[src/rgb_to_ycbcr_mcu_order_writer_unit_defines.svh]
// Assertion macros for the RGB to YCbCr MCU-order writer.
// Used by rgb_to_ycbcr_mcu_order_writer_unit; needs clk and rst_n in scope.
`ifndef RGB_TO_YCBCR_MCU_ORDER_WRITER_UNIT_DEFINES_SVH
`define RGB_TO_YCBCR_MCU_ORDER_WRITER_UNIT_DEFINES_SVH

// same-cycle implication
`define RYW_ASSERT_NOW(label, ante, cons, msg) \
    label: assert property (@(posedge clk) disable iff (!rst_n) (ante) |-> (cons)) \
        else $error(msg);

// next-cycle implication
`define RYW_ASSERT_NEXT(label, ante, cons, msg) \
    label: assert property (@(posedge clk) disable iff (!rst_n) (ante) |=> (cons)) \
        else $error(msg);

`endif

[src/ryw_pkg.sv]
// Shared constants and helpers for the RGB to YCbCr MCU-order writer.
// No dependencies.
`default_nettype none

package ryw_pkg;

    // Q16 color coefficients
    localparam int Y_R   = 19595;
    localparam int Y_G   = 38470;
    localparam int Y_B   = 7471;
    localparam int CB_R  = -11076;
    localparam int CB_G  = -21692;
    localparam int CB_B  = 32768;
    localparam int CR_R  = 32768;
    localparam int CR_G  = -27460;
    localparam int CR_B  = -5308;
    localparam int C_OFS = 128 << 16;

    localparam int ACC_W    = 26;
    localparam int LIMIT_W  = 9;
    localparam int OFFSET_W = 24;

    typedef enum logic [0:0] {
        REG_WIDTH_IN_MCUS  = 1'b0,
        REG_HEIGHT_IN_MCUS = 1'b1
    } reg_index_t;

    typedef logic signed [ACC_W-1:0] acc_t;

    // floor of a Q16 sum, clamped to 0..255
    function automatic logic [7:0] q16_to_byte(input acc_t acc);
        logic [7:0] res;
        if (acc[ACC_W-1])
            res = 8'd0;
        else if (|acc[ACC_W-2:24])
            res = 8'hFF;
        else
            res = acc[23:16];
        return res;
    endfunction

    // clamp a block count to 1..max_blocks
    function automatic logic [LIMIT_W-1:0] limit_blocks(input logic [7:0] v,
                                                        input logic [LIMIT_W-1:0] max_blocks);
        logic [LIMIT_W-1:0] res;
        if (v == 8'd0)
            res = LIMIT_W'(1);
        else if ({1'b0, v} > max_blocks)
            res = max_blocks;
        else
            res = {1'b0, v};
        return res;
    endfunction

endpackage

`default_nettype wire

[src/rgb_to_ycbcr_mcu_order_writer_unit.sv]
// RGB to YCbCr converter with 16x16 MCU-order byte offsets, APB config.
// Depends on ryw_pkg and rgb_to_ycbcr_mcu_order_writer_unit_defines.svh.
//
// channel   | dir | handshake         | payload
// s_*       | in  | s_tvalid/s_tready | s_tdata: red, green, blue
// m_*       | out | m_tvalid/m_tready | m_tdata: Y, Cb, Cr, offset; m_tlast: last pixel
// apb       | in  | psel/penable      | width_in_mcus @0x0, height_in_mcus @0x4
//
// Two register stages: stage 1 holds the pixel with its offset and last flag
// (raster counters step on accept), stage 2 holds the converted result.
// One item per cycle sustained while m_tready stays high; m_tvalid rises once the item moves from stage 1 into stage 2.
// s_tready drops only while both stages hold an item and m_tready is low.
// Reset clears valids and counters; config returns to 128 x 128 MCUs.
`default_nettype none

`include "rgb_to_ycbcr_mcu_order_writer_unit_defines.svh"

module rgb_to_ycbcr_mcu_order_writer_unit #(
    parameter int BLOCK_SIDE          = 16,
    parameter int MAX_BLOCKS_PER_SIDE = 128
) (
    input  wire logic        clk,
    input  wire logic        rst_n,
    input  wire logic        s_tvalid,
    output logic             s_tready,
    input  wire logic [23:0] s_tdata,   // red [7:0], green [15:8], blue [23:16]
    output logic             m_tvalid,
    input  wire logic        m_tready,
    output logic [47:0]      m_tdata,   // luma, chroma_blue, chroma_red, luma_offset [47:24]
    output logic             m_tlast,   // last_pixel
    input  wire logic        psel,
    input  wire logic        penable,
    input  wire logic        pwrite,
    input  wire logic [2:0]  paddr,
    input  wire logic [31:0] pwdata,
    output logic [31:0]      prdata,
    output logic             pready
);

    localparam int CW        = $clog2(BLOCK_SIDE);
    localparam int BCW       = (MAX_BLOCKS_PER_SIDE > 1) ? $clog2(MAX_BLOCKS_PER_SIDE) : 1;
    localparam int MCU_BYTES = 3 * BLOCK_SIDE * BLOCK_SIDE;
    localparam int LW        = ryw_pkg::LIMIT_W;
    localparam int OW        = ryw_pkg::OFFSET_W;
    localparam logic [LW-1:0] MAX_LIM = LW'(MAX_BLOCKS_PER_SIDE);

    // config
    logic [7:0] width_reg, height_reg;
    logic       cfg_wr;

    assign pready = 1'b1;
    assign cfg_wr = psel && penable && pwrite && pready;

    always_ff @(posedge clk or negedge rst_n)
    begin
        if (!rst_n)
        begin
            width_reg  <= 8'd128;
            height_reg <= 8'd128;
        end
        else if (cfg_wr)
        begin
            case (ryw_pkg::reg_index_t'(paddr[2]))
                ryw_pkg::REG_WIDTH_IN_MCUS:  width_reg  <= pwdata[7:0];
                ryw_pkg::REG_HEIGHT_IN_MCUS: height_reg <= pwdata[7:0];
                default: ;
            endcase
        end
    end

    always_comb
    begin
        case (ryw_pkg::reg_index_t'(paddr[2]))
            ryw_pkg::REG_WIDTH_IN_MCUS:  prdata = {24'd0, width_reg};
            ryw_pkg::REG_HEIGHT_IN_MCUS: prdata = {24'd0, height_reg};
            default:                     prdata = 32'd0;
        endcase
    end

    // pipeline control
    logic s1_valid_reg, s2_valid_reg;
    logic advance, s_acc;

    assign advance  = !s2_valid_reg || m_tready;
    assign s_tready = !s1_valid_reg || advance;
    assign s_acc    = s_tvalid && s_tready;

    // raster counters
    logic [CW-1:0]  col_reg, col_next, row_reg, row_next;
    logic [BCW-1:0] bcol_reg, bcol_next, brow_reg, brow_next;
    logic [OW-1:0]  band_reg, band_next;
    logic [LW-1:0]  wb, hb;
    logic           col_end, bcol_end, row_end, brow_end, last_now;
    logic [OW-1:0]  offset_now;

    assign wb = ryw_pkg::limit_blocks(width_reg, MAX_LIM);
    assign hb = ryw_pkg::limit_blocks(height_reg, MAX_LIM);

    assign col_end  = col_reg == CW'(BLOCK_SIDE - 1);
    assign row_end  = row_reg == CW'(BLOCK_SIDE - 1);
    assign bcol_end = (LW'(bcol_reg) + LW'(1)) >= wb;
    assign brow_end = (LW'(brow_reg) + LW'(1)) >= hb;
    assign last_now = col_end && bcol_end && row_end && brow_end;

    assign offset_now = band_reg + OW'(bcol_reg * MCU_BYTES)
                      + OW'(row_reg * BLOCK_SIDE) + OW'(col_reg);

    always_comb
    begin
        col_next  = col_reg;
        row_next  = row_reg;
        bcol_next = bcol_reg;
        brow_next = brow_reg;
        band_next = band_reg;
        if (!col_end)
            col_next = col_reg + CW'(1);
        else
        begin
            col_next = '0;
            if (!bcol_end)
                bcol_next = bcol_reg + BCW'(1);
            else
            begin
                bcol_next = '0;
                if (!row_end)
                    row_next = row_reg + CW'(1);
                else
                begin
                    row_next = '0;
                    if (!brow_end)
                    begin
                        brow_next = brow_reg + BCW'(1);
                        band_next = band_reg + OW'(wb * MCU_BYTES);
                    end
                    else
                    begin
                        brow_next = '0;
                        band_next = '0;
                    end
                end
            end
        end
    end

    always_ff @(posedge clk or negedge rst_n)
    begin
        if (!rst_n)
        begin
            col_reg  <= '0;
            row_reg  <= '0;
            bcol_reg <= '0;
            brow_reg <= '0;
            band_reg <= '0;
        end
        else if (s_acc)
        begin
            col_reg  <= col_next;
            row_reg  <= row_next;
            bcol_reg <= bcol_next;
            brow_reg <= brow_next;
            band_reg <= band_next;
        end
    end

    // stage 1: input register
    logic [23:0]   rgb_reg;
    logic [OW-1:0] s1_offset_reg;
    logic          s1_last_reg;

    always_ff @(posedge clk or negedge rst_n)
    begin
        if (!rst_n)
            s1_valid_reg <= 1'b0;
        else if (s_tready)
            s1_valid_reg <= s_tvalid;
    end

    always_ff @(posedge clk)
    begin
        if (s_acc)
        begin
            rgb_reg       <= s_tdata;
            s1_offset_reg <= offset_now;
            s1_last_reg   <= last_now;
        end
    end

    // color conversion
    ryw_pkg::acc_t ya, cba, cra;
    int r, g, b;

    assign r = int'(rgb_reg[7:0]);
    assign g = int'(rgb_reg[15:8]);
    assign b = int'(rgb_reg[23:16]);

    assign ya  = ryw_pkg::ACC_W'(ryw_pkg::Y_R * r + ryw_pkg::Y_G * g + ryw_pkg::Y_B * b);
    assign cba = ryw_pkg::ACC_W'(ryw_pkg::CB_R * r + ryw_pkg::CB_G * g
                                 + ryw_pkg::CB_B * b + ryw_pkg::C_OFS);
    assign cra = ryw_pkg::ACC_W'(ryw_pkg::CR_R * r + ryw_pkg::CR_G * g
                                 + ryw_pkg::CR_B * b + ryw_pkg::C_OFS);

    // stage 2: result register
    logic [47:0] s2_data_reg;
    logic        s2_last_reg;

    always_ff @(posedge clk or negedge rst_n)
    begin
        if (!rst_n)
            s2_valid_reg <= 1'b0;
        else if (advance)
            s2_valid_reg <= s1_valid_reg;
    end

    always_ff @(posedge clk)
    begin
        if (advance && s1_valid_reg)
        begin
            s2_data_reg <= {s1_offset_reg, ryw_pkg::q16_to_byte(cra),
                            ryw_pkg::q16_to_byte(cba), ryw_pkg::q16_to_byte(ya)};
            s2_last_reg <= s1_last_reg;
        end
    end

    assign m_tvalid = s2_valid_reg;
    assign m_tdata  = s2_data_reg;
    assign m_tlast  = s2_last_reg;

    // checks
    `RYW_ASSERT_NEXT(a_wrap_after_last, s_acc && last_now,
        col_reg == '0 && row_reg == '0 && bcol_reg == '0 && brow_reg == '0 && band_reg == '0,
        "counters not cleared after last pixel")
    `RYW_ASSERT_NEXT(a_s1_hold, s1_valid_reg && !advance,
        s1_valid_reg && $stable(rgb_reg) && $stable(s1_offset_reg),
        "stage 1 item lost during stall")
    `RYW_ASSERT_NOW(a_col_range, 1'b1,
        LW'(col_reg) < LW'(BLOCK_SIDE) && LW'(row_reg) < LW'(BLOCK_SIDE),
        "pixel counter out of block")
    `RYW_ASSERT_NEXT(a_s2_load, advance && s1_valid_reg, s2_valid_reg,
        "stage 1 item dropped on advance")

endmodule

`default_nettype wire
[config.mk]
export PLATFORM = sky130hd
export DESIGN_NAME = rgb_to_ycbcr_mcu_order_writer_unit
export DESIGN_NICKNAME = d
export VERILOG_FILES = /design/src/ryw_pkg.sv /design/src/rgb_to_ycbcr_mcu_order_writer_unit.sv
export VERILOG_INCLUDE_DIRS = /design/src /design/src/src
export SDC_FILE = /design/constraint.sdc
export NUM_CORES = 1
export LEC_CHECK = 0
export ABC_AREA = 1
export BUFFER_PORTS_ARGS = -buffer_cell sky130_fd_sc_hd__clkbuf_2
export CAP_MARGIN = 10
export CORE_MARGIN = 2
export CORE_UTILIZATION = 45
export DETAILED_ROUTE_END_ITERATION = 7
export PLACE_DENSITY = 0.63
export SKIP_CTS_REPAIR_TIMING = 1
export SLEW_MARGIN = 20
export SYNTH_ARGS = -nofsm -noshare
export SYNTH_HDL_FRONTEND = slang
export SYNTH_SLANG_ARGS = --single-unit
[constraint.sdc]
create_clock -name clk -period 7.4 [get_ports clk]
set_input_delay 0.37 -clock clk [delete_from_list [all_inputs] [get_ports clk]]
set_output_delay 0.37 -clock clk [all_outputs]
set_load 0.01 [all_outputs]
* Yosys cells after proc, flatten, opt, wreduce, memory -nomap -nowiden *
Cells that the tools add are included.

cells by class
  $add $sub $neg = 18
  multipliers = 9
  order comparisons = 4
  equal/unequal tests = 2
  mux-type cells = 13
  bitwise logic cells = 1
  reductions and logical operators = 18

operators by type and width
  cell                    number
  $pmux 32 s2             1
  $mux 8                  7
  $add 24x25->26          2
  $add 26x25->26 const B  2
  $mul 14x9->23 const A   2
  $mul 15x8->23 const A   2
  $add 25x21->26          1
  $add 26x23->26          1
  $add 26x24->26          1
  $add 23x24->25          1
  $add 24x17->24          1
  $add 24x19->24          1
  $add 24x4->24           1
  $add 24x8->24           1
  $mux 24                 1
  $mul 13x9->22 const A   1
  $mul 12x9->21 const A   1
  $mul 13x8->21 const A   1
  $ge 8x9->1              2
  $add 7x1->8 const B     2
  $gt 8x8->1 const B      2
  $logic_not 8->1         2
  $add 7x1->7 const B     2
  $mux 7                  2
  12 further kinds        25

word-level totals
  flip-flop bits (word level) = 162
  input bits = 66
  output and inout port bits = 84
  logic and storage cells = 82

* Logic depth before layout (Yosys ltp) *
Gate-level depths: netlist of run 1.

  word-level depth = 7
  gate-level depth with buffers = 32
  mapped depth without buffers = 32

* Worst setup path before layout of run 1 *
No wires, ideal clock.

  path kind = reg-to-reg
  from = reg rgb_reg[11]
  to = reg s2_data_reg[7] (netlist: m_tdata[7]), data pin
  setup time = 0.263 ns
  arrival = 6.164 ns
  data required time = 7.137 ns
  path slack = 0.973 ns
  cell stages (with the launch flop) = 26
  buffers on the path = 0
  clock period less this slack = 6.427 ns
  cells stage by stage = edfxtp_1 ha_1 ha_1 fa_1 ha_1 ha_1 nand2_1 nand2_1 a31oi_1 nand2_1 a21oi_1 xnor2_1 fa_1 fa_1 inv_1 fa_1 fa_1 inv_1 ha_1 a21oi_1 a21boi_0 o21ai_0 nand2_1 nand3_1 nand2_1 nand3_1

on the way
  cells in the longest elaborated chain, start to end = 4

ends and longest elaborated chain
  item                    line                                       RTL
  start, declared         rgb_to_ycbcr_mcu_order_writer_unit.sv:166  logic [23:0] rgb_reg;
  start signal, assigned  rgb_to_ycbcr_mcu_order_writer_unit.sv:182  rgb_reg <= s_tdata;
  $mul 15x8->23 (*)       rgb_to_ycbcr_mcu_order_writer_unit.sv:196  assign ya = ryw_pkg::ACC_W'(ryw_pkg::Y_R * r + ryw_pkg::Y_G * g + ryw_pkg::Y_B * b);
  $add 23x24->25 (*)      rgb_to_ycbcr_mcu_order_writer_unit.sv:196
  $add 25x21->26 (*)      rgb_to_ycbcr_mcu_order_writer_unit.sv:196
  $mux 8                  ryw_pkg.sv:35                              else if (|acc[ACC_W-2:24])
  end signal, assigned    rgb_to_ycbcr_mcu_order_writer_unit.sv:218  s2_data_reg <= {s1_offset_reg, ryw_pkg::q16_to_byte(cra),
  end, declared           rgb_to_ycbcr_mcu_order_writer_unit.sv:203  logic [47:0] s2_data_reg;

Mark *: on every way between the ends. The rest lies on a longest branch, timed or not.
A chain may end at the register's enable or synchronous reset.

* Worst setup path after layout of run 1 *
  from = reg rgb_reg[11]
  to = reg s2_data_reg[3] (netlist: m_tdata[3]), data pin

The elaborated chain is that of the path after synthesis.

==> results of run 1 <==
-- cell families (layout without fill, tap and decap cells) --
| family | count (synthesis) | after routing | synth area share |
|---|---|---|---|
| flip-flops | 154 | 154 | 0.163 |
| other | 2 | 26 | 0.000282 |
| AO/OA/AOI/OAI | 332 | 332 | 0.0704 |
| multiplexers | 1 | 1 | 0.000423 |
| AND/OR/NAND/NOR | 1175 | 1175 | 0.186 |
| buffers and inverters | 833 | 949 | 0.122 |
| XOR/XNOR | 127 | 127 | 0.0418 |
| adder cells (fa/ha/maj) | 725 | 725 | 0.417 |
-- worst max path at each step --
stage | to | slack (ps) | cells after the start
2_1_floorplan | m_tdata[7] | 970 | 25
3_3_place_gp | m_tdata[3] | 630 | 26
3_5_place_dp | m_tdata[3] | 600 | 26
4_1_cts | m_tdata[3] | 560 | 26
5_1_grt | m_tdata[6] | 110 | 28
6_report | m_tdata[3] | 590 | 26
-- cells in the final DEF, fill, tap and decap left out, types with 6 or more instances in the layout --
cell type  Yosys  final
inv_1        785    784
nand2_1      693    693
ha_1         455    455
fa_1         270    270
nor2_1       207    207
a21oi_1      155    154
nand3_1      153    153
o21ai_0       98     98
clkbuf_2       0     98
edfxtp_1      98     98
xor2_1        76     76
dfrtp_1       54     54
xnor2_1       51     51
nand4_1       35     35
buf_4         26     29
nor3_1        26     26
conb_1         2     25
o21bai_1      18     18
a21o_1        17     17
clkbuf_16      0     17
o21ai_2       13     13
nand3b_1      13     13
nand2_2       12     12
nor2_2        10     10
a31oi_1        6      6
or2_2          6      6
nand3_2        6      6
-- synthesized netlist by cell type (all sizes together), types with 2 or more instances --
cell type and count:
a21boi 5, a21o 17, a21oi 159, a31oi 6, and3 4, buf 31, clkbuf 12, conb 2
dfrtp 54, dfstp 2, edfxtp 98, fa 270, ha 455, inv 789, nand2 707, nand3 159
nand3b 13, nand4 35, nor2 218, nor3 28, nor4 2, o211ai 3, o21a 3, o21ai 116
o21bai 18, o31ai 2, or2 7, xnor2 51, xor2 76
-- metal layers --
| layer | up-vias | routed length [um] | track usage |
|---|---|---|---|
| li1 | 10710 | - | - |
| met1 | 9755 | 31500 | 0.317 |
| met2 | 370 | 30500 | 0.373 |
| met3 | 83 | 3350 | 0.0435 |
| met4 | 10 | 1730 | 0.0701 |
| met5 | - | 70 | 0 |
-- per-stage QoR --
| stage | hold WS (ps) | instances |
|---|---|---|
| after floorplan | 74.4 | 3372 |
| after global placement | 402 | 4229 |
| after detailed placement | 405 | 4229 |
| after CTS | -0.374 | 4261 |
| after global routing | 15.3 | 4261 |
| final | 8.15 | 4262 |
-- critical path, cell delays in order (launching register included) --
cell and delay (ps):
edfxtp_1 390, ha_1 400, ha_1 390, fa_1 510
ha_1 310, ha_1 380, nand2_1 90, nand2_1 70
a31oi_1 220, nand2_1 110, a21oi_1 150, xnor2_1 170
fa_1 480, fa_1 520, inv_1 50, fa_1 460
fa_1 550, inv_1 50, ha_1 330, nand2_1 110
nor2_1 60, inv_1 90, nor2_1 50, nor2_1 100
nand2_2 110, a21oi_4 280, nand3_1 130
-- cell type report --
cell class | instances | share of cell area
sequential | 154 | 0.151
antenna | 1 | 0.0000870
timing repair buffer | 127 | 0.0246
inverter | 790 | 0.103
tap | 773 | 0.0336
clock inverter | 15 | 0.00657
multi-input combinational | 2385 | 0.666
clock buffer | 17 | 0.0148
==> impl_metrics.ini, run 1 <==
[clock_tree]
cts.clk_slew.worst_paths_ps = 80
cts_tree = done
clkSinkCount = 154
cts_root_buf = clkbuf_16
cts_buffer_depth = 2
ctsHtreeMaxLevel = 4
cts_inserted_buffers = 17
clk_latency_ps = 500

[global_route]
grt_use_total = 0.232
antenna_found_initial = 5
grt_pass1_vias = 20715
grt_first_pass_wirelength_mm = 109
grt_max_degree = 57
grt_overflow = 0

[routing]
routedWlPerCell_um = 15.8
postRouteAntennaNets = 0
via_per_inst = 4.91
first_pass_iters = 6
drt_iter0_drc = 1316
num_vias = 20928
routed_wl_mm = 67.2
drc = 0

[critical_path]
cp_data_arrival_time_ps = 7060
worstPathRequired_ps = 7640
rrSetupSlack_ps = 590
crit_start = rgb_reg[11]
worstSetupPathType = flip-flop to flip-flop
r2r-end = m_tdata[3]
path_max_fanout = 8
r2r-start = rgb_reg[11]
r2r_cells = 26
critPathCaptureType = flip-flop
startpoint_type = flip-flop

[placed_design]
gp_congestion = 0.964
place.detailed.hpwl_mm = 57.7
io_buffers = 98
place_area_um2 = 28100
dp_slack_ps = 599

[sta]
skew_ps = 15.1
hold_violations = 0
fmax_mhz = 147
slew_headroom = 0.482
setup_violations = 0
worst_slack_ps = 587
period_share = 0.921
period_needed_ps = 6810
fin_tns_setup_ps = 0
rsz0062_at_grt = false
worstMarginPinSlew_ps = 777
slew_viol_final = 0

[synth]
ys_warn_count = 0
syn_inst = 3349
seq_area_frac_synth = 0.163
yosysUniqueCellTypes = 52
yosysTopAreaCell = ha_1
ys.flop_type = edfxtp_1
avgSynthCellArea_um2 = 7.95
synth_seq_cells = 154
syn_area_um2 = 26600
synth_edf_count = 98
netlist_top_cells_area = ha_1, fa_1, inv_1
async_flop_share = 0.364
synth_top_area_share = 0.214

[final_layout]
fin_util = 0.489
postLayoutCellArea_um2 = 28800
n_fill_cell = 5867
nNetsFinal = 4266
layout-drive-gt1-share = 0.0648
largest_reg_flops = 48
multi_input_area_um2 = 19100
register_area_um2 = 4350
area_growth_pct = 7.95

[floorplanning]
die_area_um2 = 61100
core_um2 = 58800
initial_core_util = 0.453
die_x_um = 247
die_h_um = 247
io-pin-count = 150
core.rowCount = 89

[min_path]
hp-class = input pin to asynchronous set/reset pin

[flow_run]
cap_violations = 0

[outcome]
status = finished clean
Power of run 1 is not shown: default switching activity piles up to over one toggle a cycle in this logic, so the estimate is an artifact.
==> run 2: changes to the inputs <==
clock period = 8.7 ns   (was 7.4 ns; I/O delays follow)
==> run 2 against run 1 <==
Routed wire length is 0.86% lower. Non-clock buffer count is 15 lower. Die area stayed put. Utilization is 0.13 points lower. Sequential share of layout area hardly changed. Via count is 0.43% higher. Register-to-register slack better by 850 ps. Count of clock-buffer cells in the layout is 1 higher. Design area is 0.27% lower. Sequential cell count stayed put. Cell count is 0.38% lower. Critical path type unchanged.
==> impl_metrics.ini, run 2 (synthesis gave the netlist of run 1 again) <==
[sta]
rsz0062_at_grt = false
fin_tns_setup_ps = 0
fmax_mhz = 138
period_needed_ps = 7270
hold_violations = 0
worstMarginPinSlew_ps = 866
period_share = 0.835
setup_violations = 0
slew_viol_final = 0
skew_ps = 29.4
slew_headroom = 0.423

[final_layout]
nNetsFinal = 4251
area_growth_pct = 7.66
n_antenna_cell = 0
layout_common_cells = inv_1, nand2_1, ha_1
final_common_cell = inv_1
layout-drive-gt1-share = 0.0605
n_fill_cell = 5834
largest_reg_flops = 48

[routing]
first_pass_iters = 5
postRouteAntennaNets = 0
routedWlPerCell_um = 15.7
drt_iter0_drc = 1153
drc = 0
routed_wl_mm = 66.6
via_per_inst = 4.95
num_vias = 21019

[global_route]
grt_pass1_vias = 20788
grt_first_pass_wirelength_mm = 108
grt_overflow = 0
grt_use_total = 0.229
antenna_found_initial = 7
grt_max_degree = 57

[clock_tree]
cts_tree = done
cts_inserted_buffers = 17
cts.clk_slew.worst_paths_ps = 100
clkSinkCount = 154
cts_root_buf = clkbuf_16
ctsHtreeMaxLevel = 4
clk_latency_ps = 510
cts_buffer_depth = 2

[critical_path]
worstSetupPathType = flip-flop to flip-flop
startpoint_type = flip-flop
critPathCaptureType = flip-flop
worstPathRequired_ps = 8930
path_max_fanout = 11
cp_data_arrival_time_ps = 7500

[placed_design]
place.detailed.hpwl_mm = 56.3
gp_congestion = 0.951
io_buffers = 98

[floorplanning]
io-pin-count = 150
core_um2 = 58800
initial_core_util = 0.453
die_h_um = 247
die_x_um = 247
core.rowCount = 89
die_area_um2 = 61100

[outcome]
status = finished clean

[flow_run]
cap_violations = 0

[min_path]
hp-class = input pin to asynchronous set/reset pin
[run 2: cell types whose count changed in the layout (fill, tap and decap cells not counted), moves of 2 or more]
cell / change
clkinv_4: -2
inv_12: -4
bufinv_16: +3
buf_4: -15
inv_8: +2
[run 2: area by class of cell]
class                   instances  area [um2]  area share
multi-input cells            2385       19100       0.668
flip-flops and latches        154        4350       0.152
inverters                     790        2970       0.103
well taps                     773         967      0.0337
repair buffers                112         596      0.0208
clock buffers                  18         429      0.0150
clock inverters                14         221     0.00772
[run 2: worst paths after layout]
| check | from | end | slack, ps | cells after the start |
|---|---|---|---|---|
| setup / recovery | rgb_reg[11] | m_tdata[3] | 1430 | 25 |
| hold / removal | rst_n | width_reg[2] | 80 | 2 |
| setup reg to reg | rgb_reg[11] | m_tdata[3] | 1430 | 25 |
| hold reg to reg | s1_offset_reg[8] | m_tdata[32] | 410 | 0 |
| max in group asynchronous | rst_n | band_reg[23] | 8070 | 2 |
| min in group clk | s_tdata[11] | rgb_reg[11] | 90 | 1 |
[run 2: through the flow]
stage / util / cell area (um2) / setup WS, ps / std cells / hold slack, ps
floorplan: - / 26700 / 2270 / 3372 / 139
global placement: 0.477 / 28000 / 1480 / 4214 / 401
detailed placement: 0.477 / 28000 / 1450 / 4214 / 405
CTS: 0.488 / 28700 / 1390 / 4246 / 57.6
global route: 0.488 / 28700 / 955 / 4246 / 68.7
finish: 0.488 / 28700 / 1430 / 4246 / 84.9
[run 2: worst max-delay path, cell delays in order, from the launching register on]
cell,delay [ps]
edfxtp_1,800
ha_1,410
ha_1,380
fa_1,520
ha_1,310
ha_1,390
nand2_1,90
nand2_1,60
a31oi_1,200
nand2_1,110
a21oi_1,160
xnor2_1,190
fa_1,490
fa_1,510
inv_1,50
fa_1,470
fa_1,550
inv_1,50
ha_1,330
a21oi_1,210
a21boi_0,290
nor2_1,70
nor2_1,140
nand3_1,90
nand2_1,60
nand3_1,60
[run 2: routing by layer]
layer,global-route usage,up-vias,wire length (um)
met5,0,-,84
met4,0.0683,12,1690
met3,0.0296,88,2630
met2,0.374,404,30600
met1,0.315,9834,31600
li1,-,10681,-
Power of run 2 is left out for the same reason.
==> run 3: changes to the inputs <==
PLACE_DENSITY = 0.65   (was 0.63)
clock period = 5.9 ns   (was 8.7 ns; I/O delays follow)
==> run 3 against run 2 <==
The flow now finishes with violations (negative hold slack, negative setup slack). Register-to-register slack worse by 1800 ps. Clock skew down 6.2 ps. Non-clock buffer count up 353. Global-route usage up 1.1 points. Sequential cell count unchanged.
==> impl_metrics.ini, run 3 (synthesis gave the netlist of run 1 again) <==
[critical_path]
rrSetupSlack_ps = -380
r2r_cells = 26
cp_data_arrival_time_ps = 6510
startpoint_type = flip-flop
worstSetupPathType = flip-flop to flip-flop
path_max_fanout = 5
worstPathRequired_ps = 6130
critPathCaptureType = flip-flop

[routing]
drc = 0
drt_iter0_drc = 1037
routedWlPerCell_um = 15.6
postRouteAntennaNets = 0
num_vias = 22541
routed_wl_mm = 71.8
first_pass_iters = 5
via_per_inst = 4.90

[global_route]
grt_first_pass_wirelength_mm = 115
grt_max_degree = 57
grt_overflow = 0
grt_use_total = 0.240
antenna_found_initial = 3
grt_pass1_vias = 22315

[placed_design]
gp_congestion = 0.948
dp.cells = 4518
place.detailed.hpwl_mm = 60.8
dp_slack_ps = -357
io_buffers = 98

[final_layout]
layout-drive-gt1-share = 0.209
final_common_cell = inv_1
layout_common_cells = inv_1, nand2_1, ha_1
area_growth_pct = 23.3
largest_reg_flops = 48
nNetsFinal = 4604
n_fill_cell = 5417
stdcell_count = 4602

[floorplanning]
core.rowCount = 89
io-pin-count = 150
core_um2 = 58800
initial_core_util = 0.453
die_x_um = 247
die_h_um = 247
die_area_um2 = 61100

[sta]
skew_ps = 23.2
slew_viol_final = 0
worstMarginPinSlew_ps = 738
fmax_mhz = 159
setup_violations = 18
period_share = 1.06
rsz0062_at_grt = true
slew_headroom = 0.508
hold_violations = 54
worst_slack_ps = -377
period_needed_ps = 6280
fin_tns_setup_ps = -2870
timing.hold.ws_ps = -31.4

[clock_tree]
cts.clk_slew.worst_paths_ps = 80
cts_inserted_buffers = 17
cts_buffer_depth = 2
clkSinkCount = 154
cts_tree = done
ctsHtreeMaxLevel = 4
cts_root_buf = clkbuf_16
clk_latency_ps = 480

[flow_run]
cap_violations = 0

[min_path]
hp-class = input pin to asynchronous set/reset pin

[outcome]
status = finished, violations left
violations = negative hold slack, negative setup slack
==> run 3: per-layer routing <==
| layer | track usage | vias up | wire [um] |
|---|---|---|---|
| met5 | 0 | - | 11 |
| met4 | 0.0636 | 2 | 1950 |
| met3 | 0.0339 | 87 | 2950 |
| met2 | 0.406 | 427 | 34200 |
| met1 | 0.321 | 10650 | 32700 |
| li1 | - | 11375 | - |
==> run 3: critical path, stage by stage, from the launching register on <==
cell	delay (ps)
edfxtp_1	500
buf_6	180
ha_4	250
ha_4	280
fa_1	450
ha_4	270
ha_4	240
nand2_2	60
nand2_2	60
a31oi_4	170
nand2_2	100
a21oi_4	140
xnor2_2	130
fa_1	470
fa_1	540
inv_2	50
fa_2	430
fa_1	570
inv_2	50
ha_4	300
nand2_4	70
nor2_4	90
inv_2	60
nor3_4	180
nand4_1	160
nand3_1	160
nand3_2	80
==> run 3: area by class of cell <==
class,instances,area (um2),share of cell area
Inverter,790,2970,0.0903
Tap cell,773,967,0.0294
Antenna cell,3,7.51,0.000229
Clock inverter,14,150,0.00457
Sequential cell,154,4350,0.132
Timing Repair Buffer,465,3370,0.103
Clock buffer,18,450,0.0137
Multi-Input combinational cell,2385,20600,0.627
==> run 3: through the flow <==
step                instance area (um2)  utilization
floorplan                         27000            -
global placement                  30600        0.520
detailed placement                30600        0.520
CTS                               31200        0.530
global route                      32800        0.558
finish                            32800        0.559
==> run 3: worst paths after layout <==
kind                              startpoint           end
max                              rgb_reg[12]    m_tdata[6]
min                                    rst_n  width_reg[1]
max reg2reg                      rgb_reg[12]    m_tdata[6]
min reg2reg                s1_offset_reg[14]   m_tdata[38]
max in group asynchronous              rst_n  band_reg[23]
min in group clk                  s_tdata[3]    rgb_reg[3]
Power of run 3 is left out for the same reason.
